===== config.mk =====
export PLATFORM = sky130hd
export DESIGN_NAME = calendar_clock_counter_top
export DESIGN_NICKNAME = d
export VERILOG_FILES = /design/src/sv/ccc_pkg.sv /design/src/sv/ccc_month_len.sv /design/src/sv/calendar_clock_counter_top.sv
export VERILOG_INCLUDE_DIRS = /design/src /design/src/sv
export SDC_FILE = /design/constraint.sdc
export NUM_CORES = 1
export LEC_CHECK = 0
export ABC_AREA = 0
export BUFFER_PORTS_ARGS = -buffer_cell sky130_fd_sc_hd__buf_2
export CORE_MARGIN = 5
export CORE_UTILIZATION = 51
export CTS_CLUSTER_SIZE = 20
export DETAILED_ROUTE_END_ITERATION = 16
export MAX_ROUTING_LAYER = met4
export PLACE_DENSITY = 0.69
export SYNTH_ARGS = -nofsm -noshare
export SYNTH_HDL_FRONTEND = slang
export SYNTH_SLANG_ARGS = --single-unit

===== constraint.sdc =====
create_clock -name clk_i -period 21.3 [get_ports clk_i]
set_clock_uncertainty 0.15 [all_clocks]
set_input_delay 2.13 -clock clk_i [delete_from_list [all_inputs] [get_ports clk_i]]
set_output_delay 2.13 -clock clk_i [all_outputs]
set_load 0.1 [all_outputs]

===== src/sv/calendar_clock_counter_top_defines.svh =====
// Assertion helpers shared by the calendar clock RTL.
// All checks are clocked on clk_i and are off while rst_ni is low.
`ifndef CALENDAR_CLOCK_COUNTER_TOP_DEFINES_SVH
`define CALENDAR_CLOCK_COUNTER_TOP_DEFINES_SVH

// A condition that must hold at every clock edge.
`define CCC_ASSERT(label, cond, msg) \
  label: assert property (@(posedge clk_i) disable iff (!rst_ni) (cond)) else $error(msg);

// A consequence that must hold in the same cycle as its cause.
`define CCC_IMPLY(label, ante, cons, msg) \
  label: assert property (@(posedge clk_i) disable iff (!rst_ni) (ante) |-> (cons)) \
    else $error(msg);

// A consequence that must hold in the cycle after its cause.
`define CCC_NEXT(label, ante, cons, msg) \
  label: assert property (@(posedge clk_i) disable iff (!rst_ni) (ante) |=> (cons)) \
    else $error(msg);

`endif


===== src/sv/ccc_pkg.sv =====
package ccc_pkg;

  localparam int unsigned YearBitsDef = 14;
  localparam int unsigned YearReset = 2000;
  localparam int unsigned CenturyOddPart = 25;

  // Multiplicative inverse of 25 modulo 2^16; its low bits are the inverse for narrower words.
  localparam logic [15:0] Inv25 = 16'd23593;

  localparam logic [5:0] SecLast = 6'd59;
  localparam logic [5:0] MinLast = 6'd59;
  localparam logic [5:0] SecPerMin = 6'd60;
  localparam logic [5:0] MinPerHour = 6'd60;
  localparam logic [5:0] HourPerDay = 6'd24;
  localparam logic [4:0] HourLast = 5'd23;
  localparam logic [4:0] HalfDay = 5'd12;
  localparam logic [3:0] MonthLast = 4'd12;

  typedef enum logic [1:0] {
    CMD_TICK     = 2'd0,
    CMD_SET_TIME = 2'd1,
    CMD_SET_DATE = 2'd2
  } cmd_e;

  typedef struct packed {
    logic [1:0]             command;
    logic [5:0]             new_hour;
    logic [5:0]             new_minute;
    logic [5:0]             new_second;
    logic [4:0]             new_day;
    logic [3:0]             new_month;
    logic [YearBitsDef-1:0] new_year;
  } req_t;

  typedef struct packed {
    logic [5:0]             second_now;
    logic [5:0]             minute_now;
    logic [4:0]             hour_now;
    logic [3:0]             hour_twelve;
    logic                   is_pm;
    logic [4:0]             day_now;
    logic [3:0]             month_now;
    logic [YearBitsDef-1:0] year_now;
  } rsp_t;

  function automatic logic [4:0] month_days(input logic [3:0] month, input logic leap);
    logic [4:0] days;
    case (month)
      4'd2: begin
        days = leap ? 5'd29 : 5'd28;
      end
      4'd4, 4'd6, 4'd9, 4'd11: begin
        days = 5'd30;
      end
      default: begin
        days = 5'd31;
      end
    endcase
    return days;
  endfunction

endpackage


===== src/sv/ccc_month_len.sv =====
module ccc_month_len #(
  parameter int unsigned YEAR_BITS = ccc_pkg::YearBitsDef
) (
  input  logic [YEAR_BITS-1:0] year_i,
  input  logic [3:0]           month_i,
  output logic [4:0]           days_o
);

  localparam logic [YEAR_BITS-1:0] InvMod = YEAR_BITS'(ccc_pkg::Inv25);
  localparam logic [YEAR_BITS-1:0] Div25Limit =
    YEAR_BITS'(((2 ** YEAR_BITS) - 1) / ccc_pkg::CenturyOddPart);

  logic [YEAR_BITS-1:0] scaled;
  logic                 by25;
  logic                 by4;
  logic                 by16;
  logic                 leap;

  // A year is a multiple of 25 exactly when its product with the modular inverse stays small.
  assign scaled = year_i * InvMod;
  assign by25   = (scaled <= Div25Limit);
  assign by4    = (year_i[1:0] == 2'd0);
  assign by16   = (year_i[3:0] == 4'd0);
  assign leap   = by25 ? by16 : by4;
  assign days_o = ccc_pkg::month_days(month_i, leap);

endmodule


===== src/sv/calendar_clock_counter_top.sv =====
// Calendar clock with second, minute, hour, day, month and year. Each request is a tick, a
// set-time or a set-date command (other codes leave the time as it is) and returns one result
// with the time after the update. One request can be taken in every clock cycle while results
// are not stalled; a request goes to the input register, then its result to the result
// register, where it waits for the receiver. The rate is set by the loop that updates the
// time registers through the leap-year test and month-length lookup.
`include "calendar_clock_counter_top_defines.svh"

module calendar_clock_counter_top (
  input  logic          clk_i,
  input  logic          rst_ni,
  input  logic          in_valid_i,
  output logic          in_stall_o,
  input  ccc_pkg::req_t in_req_i,
  output logic          out_valid_o,
  input  logic          out_stall_i,
  output ccc_pkg::rsp_t out_rsp_o
);

  localparam int unsigned YearBits = ccc_pkg::YearBitsDef;
  localparam logic [YearBits-1:0] YearMax = {YearBits{1'b1}};
  localparam logic [YearBits-1:0] YearInit = YearBits'(ccc_pkg::YearReset);

  logic          in_valid_q, in_valid_d;
  ccc_pkg::req_t in_q;
  logic          out_valid_q, out_valid_d;
  ccc_pkg::rsp_t out_q, out_d;
  logic          in_take;
  logic          out_load;

  logic [5:0]          seconds_q, seconds_d;
  logic [5:0]          minutes_q, minutes_d;
  logic [4:0]          hours_q, hours_d;
  logic [4:0]          day_q, day_d;
  logic [3:0]          month_q, month_d;
  logic [YearBits-1:0] year_q, year_d;

  logic [YearBits-1:0] set_year;
  logic [YearBits-1:0] year_sel;
  logic [3:0]          month_sel;
  logic [4:0]          days;
  logic [4:0]          hour_half;

  assign out_load   = in_valid_q && (!out_valid_q || !out_stall_i);
  assign in_stall_o = in_valid_q && !out_load;
  assign in_take    = in_valid_i && !in_stall_o;

  always_comb begin
    in_valid_d = in_valid_q;
    if (in_take) begin
      in_valid_d = 1'b1;
    end else if (out_load) begin
      in_valid_d = 1'b0;
    end
    out_valid_d = out_valid_q;
    if (out_load) begin
      out_valid_d = 1'b1;
    end else if (!out_stall_i) begin
      out_valid_d = 1'b0;
    end
  end

  // A set-date checks the day against the month and year it leaves behind.
  always_comb begin
    set_year  = in_q.new_year;
    year_sel  = year_q;
    month_sel = month_q;
    if (in_q.command == ccc_pkg::CMD_SET_DATE) begin
      if (set_year != '0) begin
        year_sel = set_year;
      end
      if ((in_q.new_month != 4'd0) && (in_q.new_month <= ccc_pkg::MonthLast)) begin
        month_sel = in_q.new_month;
      end
    end
  end

  ccc_month_len #(
    .YEAR_BITS(YearBits)
  ) u_month_len (
    .year_i (year_sel),
    .month_i(month_sel),
    .days_o (days)
  );

  always_comb begin
    seconds_d = seconds_q;
    minutes_d = minutes_q;
    hours_d   = hours_q;
    day_d     = day_q;
    month_d   = month_q;
    year_d    = year_q;
    case (ccc_pkg::cmd_e'(in_q.command))
      ccc_pkg::CMD_TICK: begin
        if (seconds_q < ccc_pkg::SecLast) begin
          seconds_d = seconds_q + 6'd1;
        end else if (minutes_q < ccc_pkg::MinLast) begin
          minutes_d = minutes_q + 6'd1;
          seconds_d = '0;
        end else if (hours_q < ccc_pkg::HourLast) begin
          hours_d   = hours_q + 5'd1;
          minutes_d = '0;
          seconds_d = '0;
        end else begin
          hours_d   = '0;
          minutes_d = '0;
          seconds_d = '0;
          if (day_q < days) begin
            day_d = day_q + 5'd1;
          end else if (month_q < ccc_pkg::MonthLast) begin
            month_d = month_q + 4'd1;
            day_d   = 5'd1;
          end else begin
            if (year_q != YearMax) begin
              year_d = year_q + YearBits'(1);
            end
            month_d = 4'd1;
            day_d   = 5'd1;
          end
        end
      end
      ccc_pkg::CMD_SET_TIME: begin
        if (in_q.new_hour < ccc_pkg::HourPerDay) begin
          hours_d = in_q.new_hour[4:0];
        end
        if (in_q.new_minute < ccc_pkg::MinPerHour) begin
          minutes_d = in_q.new_minute;
        end
        if (in_q.new_second < ccc_pkg::SecPerMin) begin
          seconds_d = in_q.new_second;
        end
      end
      ccc_pkg::CMD_SET_DATE: begin
        year_d  = year_sel;
        month_d = month_sel;
        if ((in_q.new_day != 5'd0) && (in_q.new_day <= days)) begin
          day_d = in_q.new_day;
        end
      end
      default: begin
      end
    endcase
  end

  always_comb begin
    hour_half = (hours_d >= ccc_pkg::HalfDay) ? (hours_d - ccc_pkg::HalfDay) : hours_d;
    out_d.second_now  = seconds_d;
    out_d.minute_now  = minutes_d;
    out_d.hour_now    = hours_d;
    out_d.hour_twelve = (hour_half == 5'd0) ? 4'd12 : hour_half[3:0];
    out_d.is_pm       = (hours_d >= ccc_pkg::HalfDay);
    out_d.day_now     = day_d;
    out_d.month_now   = month_d;
    out_d.year_now    = year_d;
  end

  always_ff @(posedge clk_i or negedge rst_ni) begin
    if (!rst_ni) begin
      in_valid_q  <= 1'b0;
      out_valid_q <= 1'b0;
      seconds_q   <= '0;
      minutes_q   <= '0;
      hours_q     <= '0;
      day_q       <= 5'd1;
      month_q     <= 4'd1;
      year_q      <= YearInit;
    end else begin
      in_valid_q  <= in_valid_d;
      out_valid_q <= out_valid_d;
      if (out_load) begin
        seconds_q <= seconds_d;
        minutes_q <= minutes_d;
        hours_q   <= hours_d;
        day_q     <= day_d;
        month_q   <= month_d;
        year_q    <= year_d;
      end
    end
  end

  always_ff @(posedge clk_i) begin
    if (in_take) begin
      in_q <= in_req_i;
    end
    if (out_load) begin
      out_q <= out_d;
    end
  end

  assign out_valid_o = out_valid_q;
  assign out_rsp_o   = out_q;

  `CCC_ASSERT(a_time_range,
    (seconds_q <= ccc_pkg::SecLast) && (minutes_q <= ccc_pkg::MinLast)
      && (hours_q <= ccc_pkg::HourLast),
    "Time registers out of range.")
  `CCC_ASSERT(a_date_range,
    (month_q != 4'd0) && (month_q <= ccc_pkg::MonthLast) && (day_q != 5'd0),
    "Date registers out of range.")
  `CCC_NEXT(a_state_hold, out_valid_q && out_stall_i,
    $stable(seconds_q) && $stable(day_q) && $stable(year_q),
    "Time changed while the result was stalled.")
  `CCC_NEXT(a_tick_second,
    out_load && (in_q.command == ccc_pkg::CMD_TICK) && (seconds_q < ccc_pkg::SecLast),
    seconds_q == $past(seconds_q) + 6'd1,
    "Tick did not advance the second.")
  `CCC_IMPLY(a_pm_flag, out_valid_q,
    out_q.is_pm == (out_q.hour_now >= ccc_pkg::HalfDay),
    "PM flag disagrees with the hour.")

endmodule


---- Word level (Yosys, flattened, before mapping) ----
Index checks and enable logic that the tools add are counted.
word-level totals
  bits in registers ....................... 130
  latch bits .............................. 0
  word-level logic and storage cells ...... 114
  bits in read-only memories .............. 0
  memory bits (writable) .................. 0
  memories ................................ 0
  input port bits ......................... 47
operators by class
  mux-type cells .......................... 43
  add/subtract/negate cells ............... 7
  reduce and logical (&&, ||, !) cells .... 19
  $lt $le $gt $ge ......................... 12
  divide/modulo/power cells ............... 0
  eq/ne operators ......................... 9
  multipliers ............................. 1
  shift-type cells ........................ 0
  bitwise logic cells ..................... 0
operator list
  kind                                                                                  count
  14-bit 2-to-1 mux                                                                     8
  5-bit 2-to-1 mux                                                                      10
  6-bit 2-to-1 mux                                                                      5
  5-bit one-hot mux with 2 select lines                                                 3
  4-bit 2-to-1 mux                                                                      7
  14-bit one-hot mux with 2 select lines                                                1
  6-bit less-than comparator (second input constant)                                    4
  6-bit one-hot mux with 2 select lines                                                 2
  14-bit by 1-bit adder with 14-bit output (second input constant)                      1
  14-bit by 10-bit less-or-equal comparator with 1-bit output (second input constant)   1
  14-bit by 13-bit multiplier with 14-bit output (second input constant)                1
  14-bit inequality test (second input constant)                                        1
  14-bit nonzero test                                                                   1
  6-bit by 1-bit adder with 6-bit output (second input constant)                        2
  5-bit by 1-bit adder with 5-bit output (second input constant)                        2
  4-bit by 3-bit equality test with 1-bit output (second input constant)                2
  4-bit equality test (second input constant)                                           2
  4-bit one-hot mux with 2 select lines                                                 1
  6-bit by 5-bit less-than comparator with 1-bit output (second input constant)         1
  1-bit 2-to-1 mux                                                                      6
  5-bit by 4-bit greater-or-equal comparator with 1-bit output (second input constant)  1
  5-bit less-or-equal comparator                                                        1
  1-bit logical AND                                                                     5
  5-bit zero test                                                                       1
  other kinds (18)                                                                      22

---- Longest topological paths before layout ----
  depth in word-level cells ............... 14
  mapped depth ............................ 32

---- Cells and area by module ----
Synthesis repeated with hierarchy kept, for this count alone.
unflattened totals
  cells, all modules ...................... 874
  area, all modules ....................... 8643.3 µm²
modules (own cells, without submodules)
  module                      area an instance (µm²)  cells each  times used  seq. area each (µm²)
  calendar_clock_counter_top  7423.4                  741         1           3703.6
  ccc_month_len               1219.9                  133         1           0.0

---- Worst setup path after synthesis ----
Ideal clock, no wire load.
  path kind ............................... reg2reg
  start point ............................. reg in_q (netlist bit set_year[5])
  end point ............................... reg out_q (netlist bit out_rsp_o[19]), data pin
  data arrival time ....................... 6.538 ns
  path slack .............................. 14.335 ns
  data required time ...................... 20.873 ns
  stages on the path, launching flop included .. 27
  path through ............................ edfxtp_1 -> nor4_1 -> and4_1 -> nand2b_4 -> clkbuf_1 -> mux2i_1 -> fa_1 -> inv_1 -> ha_1 -> ha_1 -> inv_1 -> fa_1 -> fa_1 -> inv_1 -> ha_1 -> nand2_1 -> o21ai_0 -> xnor3_1 -> nor3_1 -> nor2_1 -> ha_1 -> a211oi_1 -> nand2_1 -> o21ai_0 -> mux2_2 -> a22oi_1 -> o21ai_0
between the ends
  longest elaborated chain between the ends .. 14
RTL lines
  item                                                         line                               RTL
  start, declared                                              calendar_clock_counter_top.sv:25   ccc_pkg::req_t in_q;
  start signal, assigned                                       calendar_clock_counter_top.sv:183  in_q <= in_req_i;
  14-bit nonzero test                                          calendar_clock_counter_top.sv:69   if (set_year != '0) begin
  14-bit 2-to-1 mux (*)                                        calendar_clock_counter_top.sv:69
  14-bit 2-to-1 mux (*)                                        calendar_clock_counter_top.sv:68   if (in_q.command == ccc_pkg::CMD_SET_DATE) begin
  14-bit by 13-bit multiplier with 14-bit output               ccc_month_len.sv:20                assign scaled = year_i * InvMod;
  14-bit by 10-bit less-or-equal comparator with 1-bit output  ccc_month_len.sv:21                assign by25 = (scaled <= Div25Limit);
  1-bit 2-to-1 mux (*)                                         ccc_month_len.sv:24                assign leap = by25 ? by16 : by4;
  1-bit 2-to-1 mux (*)                                         ccc_pkg.sv:50                      days = leap ? 5'd29 : 5'd28;
  5-bit one-hot mux with 2 select lines (*)                    ccc_pkg.sv:48                      case (month)
  5-bit less-than comparator                                   calendar_clock_counter_top.sv:108  if (day_q < days) begin
  5-bit 2-to-1 mux                                             calendar_clock_counter_top.sv:108
  5-bit 2-to-1 mux                                             calendar_clock_counter_top.sv:100  end else if (hours_q < ccc_pkg::HourLast) begin
  5-bit 2-to-1 mux                                             calendar_clock_counter_top.sv:97   end else if (minutes_q < ccc_pkg::MinLast) begin
  5-bit 2-to-1 mux                                             calendar_clock_counter_top.sv:95   if (seconds_q < ccc_pkg::SecLast) begin
  5-bit one-hot mux with 2 select lines (*)                    calendar_clock_counter_top.sv:93   case (ccc_pkg::cmd_e'(in_q.command))
  via day_d[1]                                                 calendar_clock_counter_top.sv:34   logic [4:0] day_q, day_d;
  end signal, assigned                                         calendar_clock_counter_top.sv:186  out_q <= out_d;
  end, declared                                                calendar_clock_counter_top.sv:27   ccc_pkg::rsp_t out_q, out_d;
The timed path passes the listed nets; every way through them passes the cells marked *.
A chain may end at the register's enable or synchronous reset.

---- Worst setup path in the final report ----
  start point ............................. reg in_q[42] in the netlist's numbering
  end point ............................... reg out_q (netlist bit out_rsp_o[19]), data pin
between the ends
  longest elaborated chain between the ends .. 13
RTL lines
  item                                                         line
  2-bit equality test                                          calendar_clock_counter_top.sv:68, calendar_clock_counter_top.sv:93
  14-bit 2-to-1 mux                                            calendar_clock_counter_top.sv:68
  14-bit by 13-bit multiplier with 14-bit output               ccc_month_len.sv:20
  14-bit by 10-bit less-or-equal comparator with 1-bit output  ccc_month_len.sv:21
  1-bit 2-to-1 mux                                             ccc_month_len.sv:24
  1-bit 2-to-1 mux                                             ccc_pkg.sv:50
  5-bit one-hot mux with 2 select lines                        ccc_pkg.sv:48
  5-bit less-than comparator                                   calendar_clock_counter_top.sv:108
  5-bit 2-to-1 mux                                             calendar_clock_counter_top.sv:108
  5-bit 2-to-1 mux                                             calendar_clock_counter_top.sv:100
  5-bit 2-to-1 mux                                             calendar_clock_counter_top.sv:97
  5-bit 2-to-1 mux                                             calendar_clock_counter_top.sv:95
  5-bit one-hot mux with 2 select lines (*)                    calendar_clock_counter_top.sv:93
  via day_d[1]                                                 calendar_clock_counter_top.sv:34
Marks and branches as above.

==> metrics.md <==
| Metric | Value |
|---|---|
| Initial core utilization | 52.3% |
| Via density | 5.99 |
| Critical Path Fanout Max | 51 |
| Number of buffer and inverter instances along the worst setup path | 4 |
| Crit share post-route | 36.1% |
| Post-synth ARST share | 32.3% |
| DRC violation count after routing | 0 |
| Post-place setup slack | 13700 ps |
| Share of total power in the clock network | 23.3% |
| Final antenna diode count | 0 |
| CP peak stage delay | 630 ps |
| Drt initial violations | 607 |
| Placed instance count | 1068 |
| Seq/Total Area, Yosys | 46.4% |
| Metal1 wirelength | 8.95 mm |
| Number of top-level design ports | 94 |
| Number of unique standard cell types used by synthesis | 74 |
| DIE WIDTH | 135 µm |
| Detail Route Antenna Nets | 0 |
| Setup slack, reg-to-reg | 13610 ps |
| Syn nets | 904 |
| Simple-gate portion of the synthesized area | 15.3% |
| Number of hold buffers added after cts | 0 |
| Xor-xnor portion of the synthesized cell area | 3.12% |
| Number of register bits inferred by synthesis | 130 |
| Reg clk slew, reported paths | 60 ps |
| Warning count from the yosys run | 0 |
| Number of buffers created by CTS | 17 |
| Total negative slack | 0 ps |
| Total of endpoints with negative setup slack in the final report | 0 |
| Antenna violations before repair | 0 |
| Core utilization of the finished layout | 60.2% |
| Most common cell after layout, fill and taps aside | nand2_1 |
| Fraction of the mapped netlist area in compound gates | 18.4% |
| Clock H-tree levels | 4 |
| Proportion of synthesized area in mux cells | 1.88% |
| Wire length after detailed routing | 20.3 mm |
| Post-CTS setup buffer count | 0 |
| Via Count | 6591 |
| Slew Limit Headroom | 24.9% |
| Sw frac | 43.5% |
| Pwr Density | 133 mW/mm² |
| Source-to-sink clock delay at the later pin of the worst-skew pair | 430 ps |
| Final-report max-slew violation count | 0 |
| Routed wire length on met3 | 1.18 mm |
| Count of buffers inserted at the top-level ports | 93 |
| Count of flip-flops with a built-in enable after synthesis | 88 |
| Post-Synthesis Cells | 797 |
| Critical Path Sink Type | register |
| Remaining Overflow, GRT | 0 |
| Register cell area after layout | 0.00370 mm² |
| Depth of the critical timing path with buffers and inverters included | 25 |
| CP arrival | 7670 ps |
| Overall Power | 1230 µW |
| Synthesis-to-finish area growth | 15.1% |
| Required time worst endpoint | 21290 ps |
| Hold Path End | out_valid_o$_DFFE_PN0P_ |
| Wire length on met2 | 9.72 mm |
| Clock buffer depth | 2 |
| Combinational family with the most area after synthesis | compound AO/OA/AOI/OAI gates |
| Predominant post-synthesis flop cell | edfxtp_1 |
| 1st-pass router iterations | 5 |
| Leak Pwr | 0.00381 µW |
| Final critical-path required period | 7690 ps |
| Maximum vdd ir drop | 82.8 µV |
| Worst-case setup margin in the final layout | 13610 ps |
| First-pass GRT wire length | 33.1 mm |
| Clock tree from TritonCTS | yes |
| Netlist area before placement | 0.00798 mm² |
| Die area | 0.0182 mm² |
| Power dissipated by switching net loads | 534 µW |
| Die Y | 135 µm |
| Endpoint of the most critical register-to-register path | out_rsp_o[19]$_DFFE_PP_ |
| WL per Instance | 18.4 µm |
| Hold Crit Start | in_valid_q$_DFFE_PN0P_ |
| Area of the multi-input gates | 0.00392 mm² |
| FMAX | 0.130 GHz |
| Synthesized-area fraction occupied by adder cells | 10.4% |
| Commonest non-fill, non-tap cells in the layout | 95 x nand2_1, 93 x buf_2, 88 x edfxtp_1 |
| Kind of start point of the critical path | register |
| Share of total power in sequential cells | 30.5% |
| RSZ-0062 raised after global routing | no |
| Crit-path most repeated cell | ha_1 |
| Top sig layer | met4 |
| Number of placement rows | 45 |
| Pin count of the biggest net entering global routing | 69 |
| Run status | complete, no violations |
| Hold Path Stages | 1 |
| Cell with the largest stage delay on the worst path | and2b_1 |
| CTS sink cnt | 130 |
| Cell Count, Final, Fillers Out | 1100 |
| Actual slew at the worst max-slew pin | 1130 ps |
| Synthesized area divided by synthesized cell count | 10.0 µm² |
| Maximum capacitance violations | 0 |
| Class of the tightest hold or removal check | register to register |
| Vias in the first global route | 6457 |
| Internal Pwr Total | 692 µW |
| Cell class contributing the biggest share of worst-path delay | adder cells |
| CTS resizes | 0 |
| Depth of the worst register-to-register path | 25 |
| Final Wtd Congestion | 0.911 |
| Hpwl dp | 14.1 mm |
| Root buf cell | clkbuf_16 |
| Share of post-route cells with drive strength above 1 | 18.0% |
| Launching point of the worst reg2reg path | in_q[42]$_DFFE_PP_ |
| Critical setup path kind | register to register |
| Total number of nets in the final design | 983 |
| Hold violation count in the final report | 0 |
| Placeable core area | 0.0153 mm² |
| Comb power frac | 46.3% |
| Total global routing track utilization | 23.6% |
| Fill cells | 1270 |
power groups by stage:
stage          clock network (µW)  logic, µW  registers (µW)
2_1_floorplan                   0        367             453
3_3_place_gp                    0        546             375
6_report                      285        567             374
5_1_grt                       303        625             379
4_1_cts                       291        568             371
3_5_place_dp                    0        565             376
final cells by class:
type	count	area share (%)
multi-input cells	573	42.7
flip-flops and latches	130	40.3
inverters	55	2.25
clock inverters	15	1.63
well taps	211	2.87
repair buffers	99	5.56
clock buffers	17	4.63
logic make-up (layout without fill, tap and decap cells):
family,count (synthesis),in the layout
compound gates,219,219
xor+xnor,26,26
buf+inv,94,186
flops,130,130
simple gates,254,254
fa+ha+maj,60,60
mux,14,14
sequential cells by signal, indices dropped and copies added, names as in the netlist:
register / cells
out_rsp_o: 45
in_q: 29
set_year: 14
year_q: 14
minutes_q: 6
seconds_q: 6
day_q: 5
hours_q: 5
month_q: 4
in_valid_q: 1
out_valid_o: 1
per-layer routing:
metal / track usage [%] / vias to the layer above
li1: - / 3116
met1: 31.4 / 3180
met2: 36.6 / 262
met3: 3.80 / 33
met4: 8.57 / 0
met5: - / -
stage by stage:
stage	hold slack (ps)	area (µm²)
after global routing	369	9180
after detailed placement	338	8610
after CTS	350	9180
after global placement	319	8610
final	350	9180
after floorplan	306	7980
worst max-delay path by stage:
stage	from	to	slack (ps)
6_report	in_q[42]$_DFFE_PP_	out_rsp_o[19]$_DFFE_PP_	13610
5_1_grt	in_q[42]$_DFFE_PP_	out_rsp_o[19]$_DFFE_PP_	13050
4_1_cts	in_q[42]$_DFFE_PP_	out_rsp_o[19]$_DFFE_PP_	13650
3_5_place_dp	in_q[42]$_DFFE_PP_	out_rsp_o[19]$_DFFE_PP_	13700
3_3_place_gp	in_q[42]$_DFFE_PP_	out_rsp_o[19]$_DFFE_PP_	13920
2_1_floorplan	set_year[5]$_DFFE_PP_	out_rsp_o[19]$_DFFE_PP_	14340
cell usage after synthesis, drive strengths merged, types with 3 or more instances:
cell type / n / area (µm²)
o22a: 5 / 43.8
or4: 3 / 22.5
nand2b: 8 / 57.6
nor3b: 3 / 22.5
and3: 5 / 31.3
a211oi: 5 / 37.5
o32a: 3 / 30.0
buf: 6 / 23.8
a21oi: 51 / 255
o211ai: 9 / 67.6
o2111ai: 3 / 26.3
dfstp: 8 / 210
nand2: 95 / 357
a22o: 12 / 114
nand4: 6 / 37.5
xnor2: 19 / 166
nor2: 45 / 169
mux2i: 6 / 60.1
nor3: 18 / 90.1
o22ai: 15 / 93.8
a2bb2oi: 6 / 52.6
o21bai: 4 / 30.0
fa: 11 / 220
ha: 49 / 613
a31oi: 11 / 68.8
nand3: 31 / 155
a22oi: 10 / 75.1
a32oi: 3 / 26.3
mux2: 8 / 90.1
a21o: 3 / 22.5
o21ai: 53 / 269
or3: 8 / 50.1
clkbuf: 33 / 124
and2: 6 / 37.5
nor4: 7 / 43.8
dfrtp: 34 / 851
and4: 5 / 43.8
inv: 54 / 203
nor2b: 4 / 25.0
o311ai: 3 / 26.3
edfxtp: 88 / 2640
xor2: 6 / 60.1
(Power assumes the default switching activity.)
